==> config.mk <==
export PLATFORM = sky130hd
export DESIGN_NAME = one_time_token_table_with_throttle_core
export DESIGN_NICKNAME = d
export VERILOG_FILES = /design/src/rtl/ottt_pkg.sv /design/src/rtl/ottt_cfg_regs.sv /design/src/rtl/one_time_token_table_with_throttle_core.sv
export SDC_FILE = /design/constraint.sdc
export NUM_CORES = 2
export LEC_CHECK = 0
export CAP_MARGIN = 5
export CORE_ASPECT_RATIO = 0.5
export CORE_UTILIZATION = 46
export DETAILED_ROUTE_END_ITERATION = 10
export DONT_BUFFER_PORTS = 1
export PLACE_DENSITY_LB_ADDON = 0.1
export RECOVER_POWER = 25
export SYNTH_ARGS = -nofsm -noshare
export SYNTH_HDL_FRONTEND = slang
export SYNTH_SLANG_ARGS = --single-unit
==> constraint.sdc <==
create_clock -name i_clk -period 34.5 [get_ports i_clk]
set_input_delay 0 -clock i_clk [delete_from_list [all_inputs] [get_ports i_clk]]
set_output_delay 0 -clock i_clk [all_outputs]
set_load 0.01 [all_outputs]
==> src/rtl/ottt_pkg.sv <==
`default_nettype none
// ----------------------------------------------------------------------------
// ottt_pkg
// Shared types and constants of the one-time token table with throttle.
// ----------------------------------------------------------------------------
package ottt_pkg;

    localparam int ENTRIES = 8;
    localparam int IDX_W   = (ENTRIES > 1) ? $clog2(ENTRIES) : 1;
    localparam int CNT_W   = $clog2(ENTRIES + 1);

    localparam int SLOT_W  = 3;
    localparam int ADDR_W  = 4;
    localparam int DATA_W  = 32;

    localparam logic [2:0] ST_STORED    = 3'd0;
    localparam logic [2:0] ST_CLAIMED   = 3'd1;
    localparam logic [2:0] ST_NOMATCH   = 3'd2;
    localparam logic [2:0] ST_THROTTLED = 3'd3;
    localparam logic [2:0] ST_CLEARED   = 3'd4;

    localparam logic [1:0] ACT_PROPOSE = 2'd0;
    localparam logic [1:0] ACT_CLAIM   = 2'd1;
    localparam logic [1:0] ACT_CLEAR   = 2'd2;

    localparam logic [1:0] REG_TTL     = 2'd0;
    localparam logic [1:0] REG_LOCKOUT = 2'd1;
    localparam logic [1:0] REG_MAXFAIL = 2'd2;

    localparam logic [15:0] TTL_RST     = 16'd600;
    localparam logic [15:0] LOCKOUT_RST = 16'd60;
    localparam logic [7:0]  MAXFAIL_RST = 8'd3;
    localparam logic [7:0]  FAIL_MAX    = 8'hFF;

    typedef struct packed {
        logic [1:0]  action;
        logic [31:0] now;
        logic [15:0] user_id;
        logic [55:0] token;
        logic        token_given;
        logic [31:0] payload_handle;
        logic [62:0] parent_ref;
    } t_in_beat;

    typedef struct packed {
        logic [2:0]        status;
        logic [55:0]       token_out;
        logic [31:0]       payload_out;
        logic [62:0]       claimed_parent;
        logic [SLOT_W-1:0] slot_out;
    } t_out_beat;

    typedef struct packed {
        logic [15:0] ttl_ticks;
        logic [15:0] lockout_ticks;
        logic [7:0]  max_failures;
    } t_cfg;

    typedef struct packed {
        logic [55:0] token;
        logic [15:0] user;
        logic [31:0] created;
        logic [31:0] payload;
        logic [62:0] parent;
    } t_entry;

    typedef struct packed {
        logic [15:0] user;
        logic [7:0]  count;
        logic [31:0] first;
    } t_fail;

    function automatic logic [31:0] ticks_since(input logic [31:0] now_t,
                                                input logic [31:0] then_t);
        return now_t - then_t;
    endfunction

endpackage
`default_nettype wire

==> src/rtl/ottt_cfg_regs.sv <==
`default_nettype none
// ----------------------------------------------------------------------------
// ottt_cfg_regs
// APB register file: expiry time, lockout window and failure limit.
// ----------------------------------------------------------------------------
module ottt_cfg_regs
    import ottt_pkg::*;
(
    input  wire logic              i_clk,
    input  wire logic              i_rst_n,
    input  wire logic              psel,
    input  wire logic              penable,
    input  wire logic              pwrite,
    input  wire logic [ADDR_W-1:0] paddr,
    input  wire logic [DATA_W-1:0] pwdata,
    output logic      [DATA_W-1:0] prdata,
    output logic                   pready,
    output t_cfg                   o_cfg
);

    t_cfg r_cfg;
    logic wr_en;

    assign pready = 1'b1;
    assign wr_en  = psel & penable & pwrite;
    assign o_cfg  = r_cfg;

    always_ff @(posedge i_clk) begin
        if (!i_rst_n) begin
            r_cfg.ttl_ticks     <= TTL_RST;
            r_cfg.lockout_ticks <= LOCKOUT_RST;
            r_cfg.max_failures  <= MAXFAIL_RST;
        end else if (wr_en) begin
            case (paddr[3:2])
                REG_TTL:     r_cfg.ttl_ticks     <= pwdata[15:0];
                REG_LOCKOUT: r_cfg.lockout_ticks <= pwdata[15:0];
                REG_MAXFAIL: r_cfg.max_failures  <= pwdata[7:0];
                default: begin
                end
            endcase
        end
    end

    always_comb begin
        case (paddr[3:2])
            REG_TTL:     prdata = {16'd0, r_cfg.ttl_ticks};
            REG_LOCKOUT: prdata = {16'd0, r_cfg.lockout_ticks};
            REG_MAXFAIL: prdata = {24'd0, r_cfg.max_failures};
            default:     prdata = '0;
        endcase
    end

endmodule
`default_nettype wire

==> src/rtl/one_time_token_table_with_throttle_core.sv <==
`default_nettype none
// ----------------------------------------------------------------------------
// one_time_token_table_with_throttle_core
// Single-use token table with expiry and a per-user claim failure throttle.
// ----------------------------------------------------------------------------
// One item is in work at a time; the next is taken as soon as the current
// result sits in the output register. A propose scans every row of the
// entry memory; a claim first scans the used rows of the failure memory,
// stopping early when the user's failure row is found, then scans every
// entry row unless the user is throttled; a clear or an unused action goes
// straight to the result. Each memory has a single read port and is
// scanned one row a cycle.
// Both memories need no clearing after reset.
module one_time_token_table_with_throttle_core
    import ottt_pkg::*;
(
    input  wire logic              i_clk,
    input  wire logic              i_rst_n,
    input  wire logic              i_in_valid,
    output logic                   o_in_stall,
    input  wire t_in_beat          i_in_beat,
    output logic                   o_out_valid,
    input  wire logic              i_out_stall,
    output t_out_beat              o_out_beat,
    input  wire logic              psel,
    input  wire logic              penable,
    input  wire logic              pwrite,
    input  wire logic [ADDR_W-1:0] paddr,
    input  wire logic [DATA_W-1:0] pwdata,
    output logic      [DATA_W-1:0] prdata,
    output logic                   pready
);

    typedef enum logic [1:0] {S_IDLE, S_THR, S_SCAN, S_COMMIT} t_state;

    t_cfg cfg;

    ottt_cfg_regs u_cfg (
        .i_clk   (i_clk),
        .i_rst_n (i_rst_n),
        .psel    (psel),
        .penable (penable),
        .pwrite  (pwrite),
        .paddr   (paddr),
        .pwdata  (pwdata),
        .prdata  (prdata),
        .pready  (pready),
        .o_cfg   (cfg)
    );

    // memories
    t_entry r_ent_mem [ENTRIES];
    t_fail  r_fail_mem [ENTRIES];
    t_entry r_ent_rdata;
    t_fail  r_fail_rdata;

    // control
    t_state           r_state, n_state;
    logic [ENTRIES-1:0] r_valid, n_valid;
    logic [CNT_W-1:0] r_fail_used, n_fail_used;
    logic [CNT_W-1:0] r_issue, n_issue;
    logic             r_ev, n_ev;
    logic [IDX_W-1:0] r_ev_idx, n_ev_idx;
    logic             r_out_valid, n_out_valid;

    // item context
    t_in_beat         r_req, n_req;
    t_out_beat        r_out_beat, n_out_beat;
    logic             r_throttled, n_throttled;
    logic             r_frow_found, n_frow_found;
    logic [IDX_W-1:0] r_frow_idx, n_frow_idx;
    logic [7:0]       r_frow_count, n_frow_count;
    logic [31:0]      r_frow_first, n_frow_first;
    logic             r_free_found, n_free_found;
    logic [IDX_W-1:0] r_free_idx, n_free_idx;
    logic             r_old_found, n_old_found;
    logic [IDX_W-1:0] r_old_idx, n_old_idx;
    logic [31:0]      r_best, n_best;
    logic             r_hit, n_hit;
    logic [IDX_W-1:0] r_hit_idx, n_hit_idx;
    logic [31:0]      r_hit_payload, n_hit_payload;
    logic [62:0]      r_hit_parent, n_hit_parent;

    logic             in_accept;
    logic             out_free;
    logic             commit;
    logic [CNT_W-1:0] scan_limit;
    logic             rd_en;
    logic [IDX_W-1:0] rd_addr;
    logic [31:0]      age_e;
    logic [31:0]      age_f;
    logic             ent_expired;
    logic             ent_live;
    logic             ent_we;
    logic [IDX_W-1:0] ent_waddr;
    t_entry           ent_wdata;
    logic             fail_we;
    logic [IDX_W-1:0] fail_waddr;
    t_fail            fail_wdata;
    logic [IDX_W-1:0] slot;

    assign in_accept  = i_in_valid & ~o_in_stall;
    assign out_free   = ~r_out_valid | ~i_out_stall;
    assign commit     = (r_state == S_COMMIT) & out_free;
    assign o_in_stall = (r_state != S_IDLE);
    assign o_out_valid = r_out_valid;
    assign o_out_beat  = r_out_beat;

    assign scan_limit = (r_state == S_THR) ? r_fail_used : CNT_W'(ENTRIES);
    assign rd_en      = ((r_state == S_THR) | (r_state == S_SCAN)) & (r_issue < scan_limit);
    assign rd_addr    = r_issue[IDX_W-1:0];

    assign age_e       = ticks_since(r_req.now, r_ent_rdata.created);
    assign age_f       = ticks_since(r_req.now, r_fail_rdata.first);
    assign ent_expired = r_valid[r_ev_idx] & (age_e > {16'd0, cfg.ttl_ticks});
    assign ent_live    = r_valid[r_ev_idx] & ~ent_expired;
    assign slot        = r_free_found ? r_free_idx : r_old_idx;

    always_ff @(posedge i_clk) begin
        if (rd_en && r_state == S_SCAN) begin
            r_ent_rdata <= r_ent_mem[rd_addr];
        end
        if (ent_we) begin
            r_ent_mem[ent_waddr] <= ent_wdata;
        end
    end

    always_ff @(posedge i_clk) begin
        if (rd_en && r_state == S_THR) begin
            r_fail_rdata <= r_fail_mem[rd_addr];
        end
        if (fail_we) begin
            r_fail_mem[fail_waddr] <= fail_wdata;
        end
    end

    always_comb begin
        n_state       = r_state;
        n_valid       = r_valid;
        n_fail_used   = r_fail_used;
        n_issue       = r_issue;
        n_ev          = 1'b0;
        n_ev_idx      = r_ev_idx;
        n_out_valid   = r_out_valid & i_out_stall;
        n_req         = r_req;
        n_out_beat    = r_out_beat;
        n_throttled   = r_throttled;
        n_frow_found  = r_frow_found;
        n_frow_idx    = r_frow_idx;
        n_frow_count  = r_frow_count;
        n_frow_first  = r_frow_first;
        n_free_found  = r_free_found;
        n_free_idx    = r_free_idx;
        n_old_found   = r_old_found;
        n_old_idx     = r_old_idx;
        n_best        = r_best;
        n_hit         = r_hit;
        n_hit_idx     = r_hit_idx;
        n_hit_payload = r_hit_payload;
        n_hit_parent  = r_hit_parent;
        ent_we        = 1'b0;
        ent_waddr     = slot;
        ent_wdata     = '{token:   r_req.token,
                          user:    r_req.user_id,
                          created: r_req.now,
                          payload: r_req.payload_handle,
                          parent:  r_req.parent_ref};
        fail_we       = 1'b0;
        fail_waddr    = r_ev_idx;
        fail_wdata    = r_fail_rdata;

        if (rd_en) begin
            n_issue  = r_issue + CNT_W'(1);
            n_ev     = 1'b1;
            n_ev_idx = rd_addr;
        end

        case (r_state)
            S_IDLE: begin
                if (in_accept) begin
                    n_req        = i_in_beat;
                    n_issue      = '0;
                    n_throttled  = 1'b0;
                    n_frow_found = 1'b0;
                    n_free_found = 1'b0;
                    n_old_found  = 1'b0;
                    n_hit        = 1'b0;
                    case (i_in_beat.action)
                        ACT_PROPOSE: n_state = S_SCAN;
                        ACT_CLAIM:   n_state = S_THR;
                        default:     n_state = S_COMMIT;
                    endcase
                end
            end
            S_THR: begin
                if (r_ev && r_fail_rdata.user == r_req.user_id) begin
                    n_frow_found = 1'b1;
                    n_frow_idx   = r_ev_idx;
                    n_frow_first = r_fail_rdata.first;
                    n_issue      = '0;
                    n_ev         = 1'b0;
                    if (age_f > {16'd0, cfg.lockout_ticks}) begin
                        n_frow_count     = '0;
                        fail_we          = 1'b1;
                        fail_wdata.count = '0;
                        n_state          = S_SCAN;
                    end else begin
                        n_frow_count = r_fail_rdata.count;
                        if (r_fail_rdata.count >= cfg.max_failures) begin
                            n_throttled = 1'b1;
                            n_state     = S_COMMIT;
                        end else begin
                            n_state = S_SCAN;
                        end
                    end
                end else if (r_issue == scan_limit) begin
                    n_issue = '0;
                    n_ev    = 1'b0;
                    n_state = S_SCAN;
                end
            end
            S_SCAN: begin
                if (r_ev) begin
                    if (ent_expired) begin
                        n_valid[r_ev_idx] = 1'b0;
                    end
                    if (!ent_live && !r_free_found) begin
                        n_free_found = 1'b1;
                        n_free_idx   = r_ev_idx;
                    end
                    if (ent_live && (!r_old_found || age_e > r_best)) begin
                        n_old_found = 1'b1;
                        n_old_idx   = r_ev_idx;
                        n_best      = age_e;
                    end
                    if (ent_live && !r_hit && r_req.token_given
                        && r_ent_rdata.user == r_req.user_id
                        && r_ent_rdata.token == r_req.token) begin
                        n_hit         = 1'b1;
                        n_hit_idx     = r_ev_idx;
                        n_hit_payload = r_ent_rdata.payload;
                        n_hit_parent  = r_ent_rdata.parent;
                    end
                end
                if (r_issue == scan_limit) begin
                    n_state = S_COMMIT;
                end
            end
            S_COMMIT: begin
                if (out_free) begin
                    n_out_valid = 1'b1;
                    n_out_beat  = '{status: ST_NOMATCH, token_out: '0,
                                    payload_out: '0, claimed_parent: '0,
                                    slot_out: '0};
                    n_state     = S_IDLE;
                    case (r_req.action)
                        ACT_PROPOSE: begin
                            ent_we               = 1'b1;
                            n_valid[slot]        = 1'b1;
                            n_out_beat.status    = ST_STORED;
                            n_out_beat.token_out = r_req.token;
                            n_out_beat.slot_out  = SLOT_W'(slot);
                        end
                        ACT_CLAIM: begin
                            if (r_throttled) begin
                                n_out_beat.status = ST_THROTTLED;
                            end else if (r_hit) begin
                                n_valid[r_hit_idx]        = 1'b0;
                                n_out_beat.status         = ST_CLAIMED;
                                n_out_beat.payload_out    = r_hit_payload;
                                n_out_beat.claimed_parent = r_hit_parent;
                                n_out_beat.slot_out       = SLOT_W'(r_hit_idx);
                            end else if (r_frow_found) begin
                                fail_we         = 1'b1;
                                fail_waddr      = r_frow_idx;
                                fail_wdata.user = r_req.user_id;
                                if (ticks_since(r_req.now, r_frow_first)
                                    > {16'd0, cfg.lockout_ticks}) begin
                                    fail_wdata.count = 8'd1;
                                    fail_wdata.first = r_req.now;
                                end else begin
                                    fail_wdata.count = (r_frow_count == FAIL_MAX)
                                                     ? r_frow_count
                                                     : r_frow_count + 8'd1;
                                    fail_wdata.first = r_frow_first;
                                end
                            end else if (r_fail_used < CNT_W'(ENTRIES)) begin
                                fail_we          = 1'b1;
                                fail_waddr       = r_fail_used[IDX_W-1:0];
                                fail_wdata.user  = r_req.user_id;
                                fail_wdata.count = 8'd1;
                                fail_wdata.first = r_req.now;
                                n_fail_used      = r_fail_used + CNT_W'(1);
                            end
                        end
                        ACT_CLEAR: begin
                            n_valid           = '0;
                            n_fail_used       = '0;
                            n_out_beat.status = ST_CLEARED;
                        end
                        default: begin
                        end
                    endcase
                end
            end
            default: n_state = S_IDLE;
        endcase
    end

    always_ff @(posedge i_clk) begin
        if (!i_rst_n) begin
            r_state     <= S_IDLE;
            r_valid     <= '0;
            r_fail_used <= '0;
            r_issue     <= '0;
            r_ev        <= 1'b0;
            r_out_valid <= 1'b0;
        end else begin
            r_state     <= n_state;
            r_valid     <= n_valid;
            r_fail_used <= n_fail_used;
            r_issue     <= n_issue;
            r_ev        <= n_ev;
            r_out_valid <= n_out_valid;
        end
        r_ev_idx      <= n_ev_idx;
        r_req         <= n_req;
        r_out_beat    <= n_out_beat;
        r_throttled   <= n_throttled;
        r_frow_found  <= n_frow_found;
        r_frow_idx    <= n_frow_idx;
        r_frow_count  <= n_frow_count;
        r_frow_first  <= n_frow_first;
        r_free_found  <= n_free_found;
        r_free_idx    <= n_free_idx;
        r_old_found   <= n_old_found;
        r_old_idx     <= n_old_idx;
        r_best        <= n_best;
        r_hit         <= n_hit;
        r_hit_idx     <= n_hit_idx;
        r_hit_payload <= n_hit_payload;
        r_hit_parent  <= n_hit_parent;
    end

    a_fail_used_bound: assert property (@(posedge i_clk) disable iff (!i_rst_n)
        r_fail_used <= CNT_W'(ENTRIES))
        else $error("failure row count beyond table size");

    a_busy_after_accept: assert property (@(posedge i_clk) disable iff (!i_rst_n)
        in_accept |=> o_in_stall)
        else $error("input not stalled while an item is in work");

    a_result_from_commit: assert property (@(posedge i_clk) disable iff (!i_rst_n)
        $rose(o_out_valid) |-> $past(r_state == S_COMMIT))
        else $error("result appeared outside commit");

    a_propose_fills: assert property (@(posedge i_clk) disable iff (!i_rst_n)
        (commit && r_req.action == ACT_PROPOSE) |=> (r_valid != '0))
        else $error("propose left the table empty");

    a_clear_empties: assert property (@(posedge i_clk) disable iff (!i_rst_n)
        (commit && r_req.action == ACT_CLEAR) |=> (r_valid == '0 && r_fail_used == '0))
        else $error("clear left state behind");

endmodule
`default_nettype wire
# Yosys cells after proc, flatten, opt, wreduce, memory -nomap -nowiden
# Memory sizes are Yosys's and may differ from the RTL's. A register that Yosys moved wholly into a read port is not among the register bits.
# Cells that the tools add are included.
# word_totals
ram_bits	2040
n_memories	2
inputBits	245
regBits	606
wordCells	254
out_inout_bits	192
# op_classes
n_eq_ne	32
bitwise_logic	20
reduce_logical	44
add_sub_neg	6
order_cmp	13
mux	101
# mem_list
name	depth	word_bits	rd	rd_ports_with_merged_regs	wr	line	text
r_ent_mem	8	199	1	1	1	one_time_token_table_with_throttle_core.sv:52	t_entry r_ent_mem [ENTRIES];
r_fail_mem	8	56	1	1	1	one_time_token_table_with_throttle_core.sv:53	t_fail r_fail_mem [ENTRIES];
# ops
op	count
$mux 56	6
$gt 32x16->1	3
$sub 32x32->32	3
$mux 8	8
$eq 56x56->1	1
$pmux 16 s3	1
$mux 40	1
$mux 1	38
$mux 4	9
$eq 16x16->1	2
$gt 32x32->1	1
$mux 32	1
$pmux 8 s2	2
$mux 3	10
$pmux 8 s3	1
$ne 2x2->1 const B	9
$and 8x8->8	2
$mux 16	1
$not 8->8	2
$pmux 4 s2	2
$reduce_and 4->1	4
$mux 2	7
$reduce_and 7->1	2
$logic_and 1x1->1	12
other kinds (34)	88

# Depth between registers and ports, before layout
# depth
word_depth	12
mapped_depth	26
mapped_depth_nobuf	25

# Modules after synthesis
# A second synthesis with hierarchy kept.
# hier_totals
hier_cells	6046
hier_area_um2	115823.6
# modules_own_cells
mod	seq_area_each_um2	cells_per_inst	n_inst	area_each_um2
one_time_token_table_with_throttle_core	85712.2	5821	1	113802.9
ottt_cfg_regs	800.8	225	1	2020.7

# Worst setup path after synthesis
# OpenSTA, ideal clock, no wires.
# synth_timing
path_kind	reg2reg
startpoint	register r_req, in the netlist ent_wdata[95]
endpoint	register r_hit_idx[0], enable pin
stages_incl_launch_ff	19
path_slack_ns	20.002
t_arrival_ns	13.699
synth_period_minus_slack_ns	14.498
t_required_ns	33.701
setup_time_ns	0.799
path_cell_list	edfxtp_1 -> inv_1 -> ha_1 -> inv_1 -> fa_1 -> a21o_1 -> a31oi_1 -> nor4_1 -> or2_2 -> xor2_1 -> ha_1 -> nand4_1 -> or4b_2 -> nor2_1 -> a21oi_1 -> or4_1 -> nor4_1 -> nand4_1 -> nor4_1
# synth_between
elab_chain_len	10
# synth_lines
element	line	text
from (decl)	one_time_token_table_with_throttle_core.sv:67	t_in_beat r_req, n_req;
from (signal assigned)	one_time_token_table_with_throttle_core.sv:327	r_req <= n_req;
$sub 32x32->32	ottt_pkg.sv:75	return now_t - then_t;
named net age_e[14]	one_time_token_table_with_throttle_core.sv:90	logic [31:0] age_e;
$gt 32x16->1	one_time_token_table_with_throttle_core.sv:115	assign ent_expired = r_valid[r_ev_idx] & (age_e > {16'd0, cfg.ttl_ticks});
$and 1x1->1	one_time_token_table_with_throttle_core.sv:115	
$not 1->1	one_time_token_table_with_throttle_core.sv:116	assign ent_live = r_valid[r_ev_idx] & ~ent_expired;
$and 1x1->1	one_time_token_table_with_throttle_core.sv:116	
$logic_and 1x1->1 (2 in series)	one_time_token_table_with_throttle_core.sv:236	if (ent_live && !r_hit && r_req.token_given
$logic_and 1x1->1	one_time_token_table_with_throttle_core.sv:237	&& r_ent_rdata.user == r_req.user_id
$logic_and 1x1->1	one_time_token_table_with_throttle_core.sv:238	&& r_ent_rdata.token == r_req.token) begin
$reduce_and 3->1 (no line)	-	
to (signal assigned)	one_time_token_table_with_throttle_core.sv:340	r_hit_idx <= n_hit_idx;
to (decl)	one_time_token_table_with_throttle_core.sv:80	logic [IDX_W-1:0] r_hit_idx, n_hit_idx;
# The timed path passes the listed nets, and every way through them passes these cells.
# A chain may end at the register's enable or synchronous reset.

# Worst setup path in the final report
# layout_timing
startpoint	register r_req, in the netlist ent_wdata[95]
endpoint	register r_hit_parent[3], enable pin
# layout_between
elab_chain_len	10
# layout_lines
element	line	text
$sub 32x32->32	ottt_pkg.sv:75	
named net age_e[14]	one_time_token_table_with_throttle_core.sv:90	
$gt 32x16->1	one_time_token_table_with_throttle_core.sv:115	
$and 1x1->1	one_time_token_table_with_throttle_core.sv:115	
$not 1->1	one_time_token_table_with_throttle_core.sv:116	
$and 1x1->1	one_time_token_table_with_throttle_core.sv:116	
$logic_and 1x1->1 (2 in series)	one_time_token_table_with_throttle_core.sv:236	
$logic_and 1x1->1	one_time_token_table_with_throttle_core.sv:237	
$logic_and 1x1->1	one_time_token_table_with_throttle_core.sv:238	
$reduce_and 3->1 (no line)	-	
to (signal assigned)	one_time_token_table_with_throttle_core.sv:342	r_hit_parent <= n_hit_parent;
to (decl)	one_time_token_table_with_throttle_core.sv:82	logic [62:0] r_hit_parent, n_hit_parent;
# The timed path passes the listed nets, and every way through them passes these cells.

==> Implementation_results.wiki <==
{| class="wikitable"
! Metric !! Value
|-
| Worst supply voltage drop on vdd || roughly 0.037 mV
|-
| Most used standard cells in the synthesized netlist || sky130_fd_sc_hd__edfxtp_1 (2841), sky130_fd_sc_hd__mux4_2 (512), sky130_fd_sc_hd__mux2_2 (271)
|-
| Final cycle utilization of the critical path || 24.72%
|-
| X dimension of the die || between 700 and 800 um
|-
| Required time at the endpoint of the critical path || 34.97 ns
|-
| Number of global-route vias before repair || about 60000
|-
| Post-synthesis async set-or-reset flop share || 0%
|-
| Number of endpoints with negative hold slack in the final report || 0
|-
| Initial core utilization || a little under half
|-
| Total negative slack || 0 ns
|-
| Time the worst path needs with I/O delays and setup || 8.528 ns
|-
| Gate count after technology mapping || 6090
|-
| Post-Route Utilization || between 50 and 60%
|-
| Clock latency at the later pin of the worst-skew pair || about 0.86 ns
|-
| Run status || finished, final reports clean
|-
| Iteration-0 DRC count of the detailed router || roughly 4700
|-
| Detail-routed via count per cell || around 5.7
|-
| Endpoints failing setup || 0
|-
| DRC viols || 0
|-
| Longest individual stage delay on the worst path || 0.70 ns
|-
| Mean instance size in the synthesized netlist || around 19 sq um
|-
| Sequential-to-total area share from yosys stat || between 70% and 80%
|-
| Overall die height || approximately 360 um
|-
| Routed wirelength normalized by instance count || roughly 28 um
|-
| Number of antenna cells inserted || 0
|-
| Master cell of the clock root buffer || sky130_fd_sc_hd__clkbuf_16
|-
| Cell type with the largest total area after synthesis || sky130_fd_sc_hd__edfxtp_1
|-
| Cell occurring most often along the worst timing path || sky130_fd_sc_hd__buf_4
|-
| CTS Buf Count || about 270
|-
| Path class of the lowest-slack min-delay path || in2out
|-
| Design Area, Final || around 130000 sq um
|-
| Antenna-violating nets left || 0
|-
| Clock Pin Slew Worst Setup and Hold Paths || roughly 0.060 ns
|-
| Core Region || around 250000 sq um
|-
| TritonCTS clock tree || done
|-
| Crit path capture type || flip-flop
|-
| Final slew viol count || 0
|-
| Overall die area || between 200000 and 300000 sq um
|-
| Standard cell with the maximum stage delay on the critical path || sky130_fd_sc_hd__or4b_2
|-
| Final weighted congestion of routability-driven global placement || 0.8541
|-
| Count leader, synth || sky130_fd_sc_hd__edfxtp_1
|-
| Area growth, synth to finish || 14.84%
|-
| Drt total wl || 282200 um
|-
| Rel. slew slack || 11.29%
|-
| Antenna violations before repair || 7
|-
| Worst setup path category || reg2reg
|-
| Worst-Margin Slew || approximately 1.3 ns
|-
| Number of rows in the core area || between 100 and 150
|-
| Maximum number of pins on one net before global-route repair || 135
|-
| Final net count || ~7100
|-
| Sort of element at the start of the critical path || flip-flop
|-
| Router iterations before antenna repair || 5
|-
| Post-detailed-placement half-perimeter wirelength || approximately 160000 um
|-
| Global-route wire length before repair || 410200 um
|-
| Total via count after detailed routing || just under 60000
|-
| Largest fanout on the critical path || 40
|-
| Number of synthesized register bits || 2901
|-
| Unrepaired setup endpoints after global routing || false
|-
| Placed cell count || 9319
|-
| Crit path cell chain || inv_1, ha_1, inv_1, fa_1, a21o_1, a31oi_1, nor4_1, or2_2, xor2_1, ha_1, nand4_1, or4b_2, nor2_1, a21oi_1, or4_1, nor4_1, nand4_1, nor4_2, buf_4, buf_4, buf_4
|-
| Post-synth EDFFs || around 2800
|-
| Flip-flop cell with the highest count after synthesis || sky130_fd_sc_hd__edfxtp_1
|-
| Count of different cell masters after synthesis || between 80 and 90
|-
| CTS sink count || ~2900
|-
| Share of post-route cells with drive strength above 1 || between 10% and 20%
|-
| Total standard cell area after synthesis || ~120000 sq um
|-
| Number of cells in the finished layout apart from fillers || approximately 10000
|-
| Number of max-capacitance violations reported || 0
|-
| Number of placed I/O pins || 437
|-
| Leakage power of the design || 43.13 nW
|-
| GR Overflow Total || 0
|-
| Area fraction of the dominant cell type after synthesis || 73.43%
|-
| H-tree depth || 5
|-
| F_max || 117.3 MHz
|-
| CP arrival || ~9 ns
|-
| Main area contributors after synthesis || sky130_fd_sc_hd__edfxtp_1 (73%), sky130_fd_sc_hd__mux4_2 (9.9%), sky130_fd_sc_hd__mux2_2 (2.6%)
|-
| Ratio of total power to cell area || approximately 66 nW/um^2
|-
| Gr usage total || 21.89%
|-
| Post-placement cell area || 120500 sq um
|-
| Max Clock Skew || ~0.065 ns
|-
| Buffers from clock root to sink, at most || 4
|-
| Final Hold Slack || 0.05335 ns
|-
| Number of warnings issued by yosys || 0
|-
| Input/output buffers || 0
|}
-- final cells by class --
cell class                 count  area [sq um]
fill                       19800        117700
clock inverter               128          1076
tap                         3366          4212
timing repair buffer         592          5751
inverter                     227         859.6
sequential                  2901         86530
multi-input combinational   2713         27940
clock buffer                 331          7049
-- worst max-delay path, delay by kind of cell, from the launching register on --
kind	cells	cell delay [ns]
AOI/OAI and AO/OA	3	0.86
DFF	1	0.54
adders and majority gates	3	0.83
xor gates and xnor gates	1	0.39
and+or+nand+nor	9	3.28
buffers and inverters	5	2.07
-- state kept, by name, summed over array words and instances (netlist names), 4 cells and up --
| signal | cells |
|---|---|
| r_ent_rdata | 199 |
| r_fail_mem | 448 |
| r_valid | 8 |
| r_ent_mem | 1592 |
| r_fail_rdata | 56 |
| ent_wdata | 199 |
| r_frow_first | 32 |
| o_out_beat | 157 |
| r_hit_parent | 63 |
| r_hit_payload | 32 |
| r_fail_used | 4 |
| r_issue | 4 |
| r_best | 32 |
| u_cfg.o_cfg | 40 |
| r_frow_count | 8 |
-- through the flow --
| step | setup slack, ns | power [mW] |
|---|---|---|
| floorplan | 20.00 | 5.574 |
| finish | 25.97 | 8.854 |
| global route | 25.52 | 9.230 |
| global placement | 26.05 | 6.024 |
| detailed placement | 26.01 | 6.060 |
| CTS | 25.97 | 8.964 |
-- what timing repair did --
item / CTS / global route
setup buffers: 0 / 0
hold endpoints to repair: 299 / 0
gates resized for setup: 0 / 0
hold buffers: 480 / 0
-- final timing paths --
| kind | from | to | slack, ns | cells after the start |
|---|---|---|---|---|
| setup reg to reg | ent_wdata[95] | r_hit_parent[3] | 25.97 | 21 |
| hold reg to reg | r_ent_rdata[61] | r_hit_parent[61] | 0.39 | 0 |
| setup / recovery | ent_wdata[95] | r_hit_parent[3] | 25.97 | 21 |
| hold / removal | paddr[3] | prdata[15] | 0.05 | 1 |
-- power by group --
part	leakage [nW]	switching (mW)	internal, mW
registers	26.2	0.211	4.20
logic	13.0	0.868	0.726
clock network	3.96	1.29	1.56
-- layer usage --
metal / global-route usage, % / up-vias / part of all wire (%)
met5: 0 / - / 0
met4: 5.611 / 0 / 2.6
met3: 2.919 / 383 / 4.5
met2: 36.86 / 1569 / 49
met1: 30.49 / 31200 / 44
li1: - / 25580 / -
-- layout by cell type (no fill, tap or decap), types with 15 or more instances in the layout --
master	n
sky130_fd_sc_hd__a21boi_0	31
sky130_fd_sc_hd__a21o_1	61
sky130_fd_sc_hd__a21oi_1	186
sky130_fd_sc_hd__a31oi_1	19
sky130_fd_sc_hd__and2_1	174
sky130_fd_sc_hd__and3_1	15
sky130_fd_sc_hd__buf_4	92
sky130_fd_sc_hd__clkbuf_1	68
sky130_fd_sc_hd__clkbuf_16	273
sky130_fd_sc_hd__clkinv_1	42
sky130_fd_sc_hd__clkinv_2	39
sky130_fd_sc_hd__conb_1	17
sky130_fd_sc_hd__dfxtp_1	56
sky130_fd_sc_hd__dlygate4sd3_1	479
sky130_fd_sc_hd__edfxtp_1	2841
sky130_fd_sc_hd__ha_1	195
sky130_fd_sc_hd__inv_1	225
sky130_fd_sc_hd__mux2_2	271
sky130_fd_sc_hd__mux2i_1	70
sky130_fd_sc_hd__mux4_2	512
sky130_fd_sc_hd__nand2_1	247
sky130_fd_sc_hd__nand2b_1	22
sky130_fd_sc_hd__nand3_1	43
sky130_fd_sc_hd__nand4_1	48
sky130_fd_sc_hd__nor2_1	128
sky130_fd_sc_hd__nor2b_1	33
sky130_fd_sc_hd__nor3_1	35
sky130_fd_sc_hd__nor4_1	28
sky130_fd_sc_hd__o211ai_1	28
sky130_fd_sc_hd__o21a_1	32
sky130_fd_sc_hd__o21ai_0	92
sky130_fd_sc_hd__o221ai_1	32
sky130_fd_sc_hd__o31ai_1	16
sky130_fd_sc_hd__xnor2_1	64
sky130_fd_sc_hd__xor2_1	76
-- kinds of logic after synthesis --
kind of cell	Yosys count	share of synthesized area (%)
flip-flops	2901	74.46
AND/OR/NAND/NOR	874	3.893
adder cells (fa/ha/maj)	199	2.163
XOR/XNOR	140	1.055
buffers and inverters	491	1.665
AO/OA/AOI/OAI	630	3.598
multiplexers	853	13.15
other	2	0.006464
(Power assumes the default switching activity.)
